`config.mk`:
```
export PLATFORM = sky130hd
export DESIGN_NAME = raster_to_page_bitmap_converter
export DESIGN_NICKNAME = d
export VERILOG_FILES = /design/src/hdl/rpb_pkg.sv /design/src/hdl/rpb_ram.sv /design/src/hdl/rpb_front.sv /design/src/hdl/rpb_queue.sv /design/src/hdl/rpb_back.sv /design/src/hdl/raster_to_page_bitmap_converter.sv
export SDC_FILE = /design/constraint.sdc
export NUM_CORES = 1
export LEC_CHECK = 0
export ABC_AREA = 0
export BUFFER_PORTS_ARGS = -buffer_cell sky130_fd_sc_hd__buf_2
export CORE_UTILIZATION = 50
export CTS_CLUSTER_DIAMETER = 30
export DETAILED_ROUTE_END_ITERATION = 16
export GPL_TIMING_DRIVEN = 0
export PLACE_DENSITY = 0.62
export SYNTH_ARGS = -nofsm -noshare
export SYNTH_HDL_FRONTEND = slang
export SYNTH_SLANG_ARGS = --single-unit
```
`constraint.sdc`:
```
create_clock -name clk -period 10.5 [get_ports clk]
set_input_delay 1.05 -clock clk [delete_from_list [all_inputs] [get_ports clk]]
set_output_delay 1.05 -clock clk [all_outputs]
set_load 0.05 [all_outputs]
```
`src/hdl/rpb_pkg.sv`:
```
// Shared constants and types of the raster to page bitmap converter.
package rpb_pkg;

  localparam int IMAGE_WIDTH  = 128;
  localparam int IMAGE_HEIGHT = 32;

  localparam int ROW_BYTES   = IMAGE_WIDTH / 8;
  localparam int BYTE_W      = (ROW_BYTES > 1) ? $clog2(ROW_BYTES) : 1;
  localparam int ROW_W       = $clog2(IMAGE_HEIGHT);
  localparam int BAND_ROWS   = 7;
  localparam int QUEUE_DEPTH = 2;
  localparam int QPTR_W      = (QUEUE_DEPTH > 1) ? $clog2(QUEUE_DEPTH) : 1;
  localparam int QCNT_W      = $clog2(QUEUE_DEPTH + 1);

  // One emitting input byte, with the stored rows of its band.
  typedef struct packed {
    logic [BAND_ROWS-1:0][7:0] held;
    logic [7:0]                pix;
    logic [2:0]                band_row;
    logic [1:0]                page;
    logic [3:0]                col_hi;
    logic                      frame_last;
  } job_t;

endpackage

```
`src/hdl/rpb_ram.sv`:
```
// Generic single-port RAM with registered read.
module rpb_ram #(
  parameter int WIDTH = 8,
  parameter int DEPTH = 16
) (
  input  logic                                    clk,
  input  logic                                    we,
  input  logic                                    re,
  input  logic [((DEPTH > 1) ? $clog2(DEPTH) : 1)-1:0] addr,
  input  logic [WIDTH-1:0]                        wdata,
  output logic [WIDTH-1:0]                        rdata
);

  logic [WIDTH-1:0] mem [DEPTH];

  always_ff @(posedge clk) begin
    if (we) begin
      mem[addr] <= wdata;
    end
    if (re) begin
      rdata <= mem[addr];
    end
  end

endmodule

```
`src/hdl/rpb_front.sv`:
```
// Front end: position counters, band store, and job build for emitting bytes.
module rpb_front (
  input  logic              clk,
  input  logic              rst,
  input  logic              push,
  input  logic [7:0]        pixel_byte,
  output logic              full,
  output logic              q_push,
  output rpb_pkg::job_t     q_job,
  input  logic              q_full
);

  logic [rpb_pkg::BYTE_W-1:0] byte_pos;
  logic [rpb_pkg::ROW_W-1:0]  row_pos;
  logic                       s1_valid;
  logic                       s1_valid_next;
  logic [7:0]                 s1_pix;
  logic [2:0]                 s1_band_row;
  logic [1:0]                 s1_page;
  logic [3:0]                 s1_col_hi;
  logic                       s1_frame_last;

  logic                       accept;
  logic [2:0]                 band_row;
  logic                       last_row;
  logic                       last_byte;
  logic                       emit;
  logic [rpb_pkg::BAND_ROWS-1:0][7:0] held;

  assign full      = s1_valid && q_full;
  assign accept    = push && !full;
  assign band_row  = row_pos[2:0];
  assign last_row  = (row_pos == rpb_pkg::ROW_W'(rpb_pkg::IMAGE_HEIGHT - 1));
  assign last_byte = (byte_pos == rpb_pkg::BYTE_W'(rpb_pkg::ROW_BYTES - 1));
  assign emit      = (band_row == 3'd7) || last_row;

  // One RAM lane per stored row of the band.
  for (genvar k = 0; k < rpb_pkg::BAND_ROWS; k++) begin : g_lane
    rpb_ram #(
      .WIDTH(8),
      .DEPTH(rpb_pkg::ROW_BYTES)
    ) u_lane (
      .clk  (clk),
      .we   (accept && !emit && (band_row == 3'(k))),
      .re   (accept && emit),
      .addr (byte_pos),
      .wdata(pixel_byte),
      .rdata(held[k])
    );
  end

  assign s1_valid_next = (accept && emit) || (s1_valid && q_full);

  always_ff @(posedge clk) begin
    if (rst) begin
      byte_pos <= '0;
      row_pos  <= '0;
      s1_valid <= 1'b0;
    end else begin
      s1_valid <= s1_valid_next;
      if (accept) begin
        if (last_byte) begin
          byte_pos <= '0;
          row_pos  <= last_row ? '0 : row_pos + 1'b1;
        end else begin
          byte_pos <= byte_pos + 1'b1;
        end
      end
    end
  end

  always_ff @(posedge clk) begin
    if (accept && emit) begin
      s1_pix        <= pixel_byte;
      s1_band_row   <= band_row;
      s1_page       <= 2'(row_pos >> 3);
      s1_col_hi     <= 4'(byte_pos);
      s1_frame_last <= last_row && last_byte;
    end
  end

  assign q_push           = s1_valid && !q_full;
  assign q_job.held       = held;
  assign q_job.pix        = s1_pix;
  assign q_job.band_row   = s1_band_row;
  assign q_job.page       = s1_page;
  assign q_job.col_hi     = s1_col_hi;
  assign q_job.frame_last = s1_frame_last;

endmodule

```
`src/hdl/rpb_queue.sv`:
```
// Short job queue between front and back ends.
module rpb_queue (
  input  logic          clk,
  input  logic          rst,
  input  logic          wr,
  input  rpb_pkg::job_t wdata,
  output logic          full,
  input  logic          rd,
  output rpb_pkg::job_t rdata,
  output logic          empty
);

  rpb_pkg::job_t               entries [rpb_pkg::QUEUE_DEPTH];
  logic [rpb_pkg::QPTR_W-1:0]  wr_ptr;
  logic [rpb_pkg::QPTR_W-1:0]  rd_ptr;
  logic [rpb_pkg::QCNT_W-1:0]  count;
  logic                        do_wr;
  logic                        do_rd;

  assign full  = (count == rpb_pkg::QCNT_W'(rpb_pkg::QUEUE_DEPTH));
  assign empty = (count == '0);
  assign do_wr = wr && !full;
  assign do_rd = rd && !empty;
  assign rdata = entries[rd_ptr];

  always_ff @(posedge clk) begin
    if (rst) begin
      wr_ptr <= '0;
      rd_ptr <= '0;
      count  <= '0;
    end else begin
      if (do_wr) begin
        wr_ptr <= (wr_ptr == rpb_pkg::QPTR_W'(rpb_pkg::QUEUE_DEPTH - 1)) ? '0 : wr_ptr + 1'b1;
      end
      if (do_rd) begin
        rd_ptr <= (rd_ptr == rpb_pkg::QPTR_W'(rpb_pkg::QUEUE_DEPTH - 1)) ? '0 : rd_ptr + 1'b1;
      end
      if (do_wr && !do_rd) begin
        count <= count + 1'b1;
      end else if (do_rd && !do_wr) begin
        count <= count - 1'b1;
      end
    end
  end

  always_ff @(posedge clk) begin
    if (do_wr) begin
      entries[wr_ptr] <= wdata;
    end
  end

endmodule

```
`src/hdl/rpb_back.sv`:
```
// Back end: transposes a job to 8 column bytes, one per cycle on pop.
module rpb_back (
  input  logic          clk,
  input  logic          rst,
  input  rpb_pkg::job_t q_job,
  input  logic          q_empty,
  output logic          q_pop,
  output logic          empty,
  input  logic          pop,
  output logic [7:0]    page_byte,
  output logic [1:0]    page_index,
  output logic [6:0]    column_index,
  output logic          last_of_run,
  output logic          end_of_frame
);

  rpb_pkg::job_t job;
  logic          job_valid;
  logic [2:0]    col;
  logic          out_valid;

  logic          out_ok;
  logic          emit_now;
  logic          job_done;
  logic [7:0]    col_byte;

  assign out_ok   = !out_valid || pop;
  assign emit_now = job_valid && out_ok;
  assign job_done = emit_now && (col == 3'd7);
  assign q_pop    = !q_empty && (!job_valid || job_done);
  assign empty    = !out_valid;

  always_comb begin
    col_byte = '0;
    for (int k = 0; k < rpb_pkg::BAND_ROWS; k++) begin
      if (3'(k) < job.band_row) begin
        col_byte[k] = job.held[k][col];
      end
    end
    col_byte[job.band_row] = job.pix[col];
  end

  always_ff @(posedge clk) begin
    if (rst) begin
      job_valid <= 1'b0;
      col       <= '0;
      out_valid <= 1'b0;
    end else begin
      if (q_pop) begin
        job_valid <= 1'b1;
        col       <= '0;
      end else if (job_done) begin
        job_valid <= 1'b0;
      end else if (emit_now) begin
        col <= col + 1'b1;
      end
      if (out_ok) begin
        out_valid <= job_valid;
      end
    end
  end

  always_ff @(posedge clk) begin
    if (q_pop) begin
      job <= q_job;
    end
    if (emit_now) begin
      page_byte    <= col_byte;
      page_index   <= job.page;
      column_index <= {job.col_hi, col};
      last_of_run  <= (col == 3'd7);
      end_of_frame <= (col == 3'd7) && job.frame_last;
    end
  end

endmodule

```
`src/hdl/raster_to_page_bitmap_converter.sv`:
```
// Top level of the raster to page bitmap converter.
// Takes a 1-bit-per-pixel image one byte per push in row-major order and
// produces page/column bytes for a monochrome display. A byte of a band's
// first seven rows is written into the band store (seven RAM lanes, no
// clearing needed). A byte of a band's eighth row, or of the frame's last
// row, reads the band store and yields eight result bytes, one per cycle
// while pop is held, through the single result register. A two-entry job
// queue lets storing bytes be taken while results of earlier bytes are
// still being drained.
module raster_to_page_bitmap_converter (
  input  logic       clk,
  input  logic       rst,
  input  logic       push,
  output logic       full,
  input  logic [7:0] pixel_byte,
  output logic       empty,
  input  logic       pop,
  output logic [7:0] page_byte,
  output logic [1:0] page_index,
  output logic [6:0] column_index,
  output logic       last_of_run,
  output logic       end_of_frame
);

  rpb_pkg::job_t fq_job;
  rpb_pkg::job_t qb_job;
  logic          fq_push;
  logic          q_full;
  logic          q_empty;
  logic          q_pop;

  rpb_front u_front (
    .clk       (clk),
    .rst       (rst),
    .push      (push),
    .pixel_byte(pixel_byte),
    .full      (full),
    .q_push    (fq_push),
    .q_job     (fq_job),
    .q_full    (q_full)
  );

  rpb_queue u_queue (
    .clk  (clk),
    .rst  (rst),
    .wr   (fq_push),
    .wdata(fq_job),
    .full (q_full),
    .rd   (q_pop),
    .rdata(qb_job),
    .empty(q_empty)
  );

  rpb_back u_back (
    .clk         (clk),
    .rst         (rst),
    .q_job       (qb_job),
    .q_empty     (q_empty),
    .q_pop       (q_pop),
    .empty       (empty),
    .pop         (pop),
    .page_byte   (page_byte),
    .page_index  (page_index),
    .column_index(column_index),
    .last_of_run (last_of_run),
    .end_of_frame(end_of_frame)
  );

endmodule

```
==> results.ini <==
[sta]
max_freq_ghz=0.219
drv_slew=0
worstMarginPinSlew_ps=1500
setup_violations=0
slew_headroom_pct=0.230
timing.setup.tns_ps=0
fin_skew_ps=29.9
rsz0062_at_grt=no
fin_crit_ps=4560
finalHoldViolCount=0
fin_crit_sh_pct=43.4

[drt]
drt_iter0_markers=2168
vias=21139
post-route-drc-count=0
wl_um=104000
drtPass1Iterations=6
antenna_left=0
vias_per_cell=5.89
avgRoutedWirePerCell_um=28.9

[cells_and_area]
fillCellCount=6143
mostFrequentLayoutCells=1211 x edfxtp_1, 293 x mux4_2, 218 x clkbuf_16, 130 x nor2_1, 76 x mux2_2
fin_nets=2255
syn_to_final_growth_pct=20.9
stdcell_count=3588
drive_gt1_share_pct=33.6
layout_commonest_cell=edfxtp_1

[setup_path]
cp-start-kind=flop
end_kind=flop
path_class=flop to flop
slowest_delay_ps=1160
worst-path-buf-inv=2
cp_top_family=simple AND/OR/NAND/NOR gates
ff2ff_setup_slack_ps=5940
cp_max_fo=10
cp_cell_sequence=clkbuf_1, clkbuf_1, nand3_1, nor2_1
critPathRequiredTime_ps=10880
critPathSlowestCell=nor2_1
r2r-start=u_front.byte_pos[2]
r2r-end=u_front.g_lane[3].u_lane.mem[13][3]
crit_top_cell=clkbuf_1
crit_arrival_ps=4940
crit_cells=4
ff2ff_path_depth=4

[cts]
worstSkewPairLatency_ps=770
tritoncts=yes
cts_sinks=1230
cts_resized=0
numCtsBuffers=214
path_clk_slew_ps=50
cts_hold_buffers=0
cts_buffer_depth=3
cts-root-buf=clkbuf_16
h-tree-depth=4
cts_setup_buffers=0

[synth]
yosysWarningCount=0
synthArstFlopShare_pct=0
avgSynthCellArea_um2=23.4
syn_inst=1966
syn-num-nets=1992
ys_ff_latch=1230
synth.largest_area_cell=edfxtp_1
syn_area_um2=46000
synth_top_area_share_pct=79.0
synth_area_leaders=edfxtp_1 79%, mux4_2 14%, mux2_2 1.9%
synth_enable_flop_cells=1211
synth.distinct_cells=43
synth_top_flop_cell=edfxtp_1
ys_seq_area_share_pct=79.8

[global_routing]
grt_pass1_wl_um=152000
grt_max_degree=86
antenna_found_initial=4
track_usage_pct=22.9
grt_overflow=0
grt_pass1_vias=22261

[power_and_ir_drop]
powerDensity_nw_per_um2=248
max-vdd-ir-drop_v=0.000141
p_leak_nw=17.6

[min_path]
holdPathStages=0
hold_end=u_queue.entries[1][44]
min_from=u_front.g_lane[3].u_lane.rdata[2]
hold_class=flop to flop

[place]
placed_cells=3189
dp_hpwl_um=64200
io_buffers=31
gp_congestion=0.807

[floorplanning]
dieHeight_um=305
design.core.area_um2=90600
die_x_um=305
ios=33
rows=110
dieArea_um2=93300
start_util_pct=50.8

[outcome]
violations=capacitance limit
outcome=finished, violations left

[flow_run]
max_cap_violations=1

## registers in the layout, summed over array words and instances (netlist names), 2 cells and up
| name | count |
|---|---|
| u_front.s1_col_hi | 4 |
| u_front.byte_pos | 4 |
| u_front.s1_page | 2 |
| u_front.s1_band_row | 3 |
| u_back.page_byte | 8 |
| u_back.job | 74 |
| u_front.g_lane.u_lane.rdata | 56 |
| u_front.g_lane.u_lane.mem | 896 |
| u_queue.count | 2 |
| u_back.page_index | 2 |
| u_front.s1_pix | 8 |
| u_queue.entries | 148 |
| u_back.col | 3 |
| u_back.column_index | 7 |
| u_front.row_pos | 5 |
## final cells by class
type / instances / area [µm²] / share of cell area (%)
Antenna cell: 3 / 7.51 / 0.0135
Buffer: 89 / 395 / 0.711
Clock buffer: 232 / 5510 / 9.90
Clock inverter: 164 / 2030 / 3.64
Inverter: 14 / 55.1 / 0.0990
Multi-Input combinational cell: 633 / 8860 / 15.9
Sequential cell: 1230 / 36700 / 66.0
Tap cell: 1176 / 1470 / 2.64
Timing Repair Buffer: 47 / 563 / 1.01
## worst max-delay path by stage
stage,startpoint,end,slack (ps)
after floorplan,pop,u_queue.count[1],4840
after global placement,pop,u_queue.count[1],2850
after detailed placement,u_front.byte_pos[2],u_front.g_lane[3].u_lane.mem[12][5],5970
after CTS,u_front.byte_pos[2],u_front.g_lane[3].u_lane.mem[13][5],5980
after global routing,u_front.byte_pos[2],u_front.g_lane[3].u_lane.mem[14][6],5880
final,u_front.byte_pos[2],u_front.g_lane[3].u_lane.mem[13][3],5940
## Yosys cell counts, types with 2 or more instances
cell type and number:
nand4_1 3, inv_1 12, and2_1 2, a211oi_1 2
nor3_1 5, nor2b_1 5, or3_1 5, nor2_1 133
dfxtp_1 19, buf_1 14, ha_1 14, a21oi_1 13
mux2_2 76, nand2b_1 2, mux4_2 293, nand3_1 11
clkbuf_1 43, xor2_1 4, mux2i_1 12, o22ai_1 2
and3_1 2, buf_6 3, nand2_1 30, edfxtp_1 1211
buf_2 28, o21ai_0 5
## power breakdown
part / switching, mW / total [mW] / internal, mW
Combinational: 0.634 / 1.00 / 0.370
Sequential: 0.0494 / 5.66 / 5.62
Clock: 2.37 / 7.12 / 4.75
Total: 3.05 / 13.8 / 10.7
## worst register-to-register path: cells and delay by family (launching register included)
| kind | cells | cell delay (ps) |
|---|---|---|
| buffers and inverters | 2 | 1590 |
| AND/OR/NAND/NOR | 2 | 2220 |
| flip-flops | 1 | 370 |
## cells by family after synthesis
group,Yosys count,share of synthesized area [%]
buffers and inverters,103,0.979
adders and majority gates,14,0.381
and+or+nand+nor,203,1.86
xor gates and xnor gates,5,0.0951
DFF,1230,79.8
AOI/OAI and AO/OA,30,0.397
muxes,381,16.5
## metrics by stage
step           hold WS, ps  cell area, µm²  worst slack [ps]  total power, mW  util, %
2_1_floorplan          400           46000              4840             6.38        -
3_3_place_gp           406           47700              2850             6.74     52.6
3_5_place_dp           409           48100              5970             6.77     53.1
4_1_cts                426           55600              5980             13.9     61.4
5_1_grt                439           55600              5880             14.2     61.4
6_report               424           55600              5940             13.8     61.4
## routing by layer
layer	wire length, µm	up-vias	track usage (%)
li1	-	8876	-
met3	6780	202	4.92
met1	42600	11254	31.3
met5	13	-	0
met2	51100	805	36.7
met4	3090	2	8.48
(Power assumes the default switching activity.)
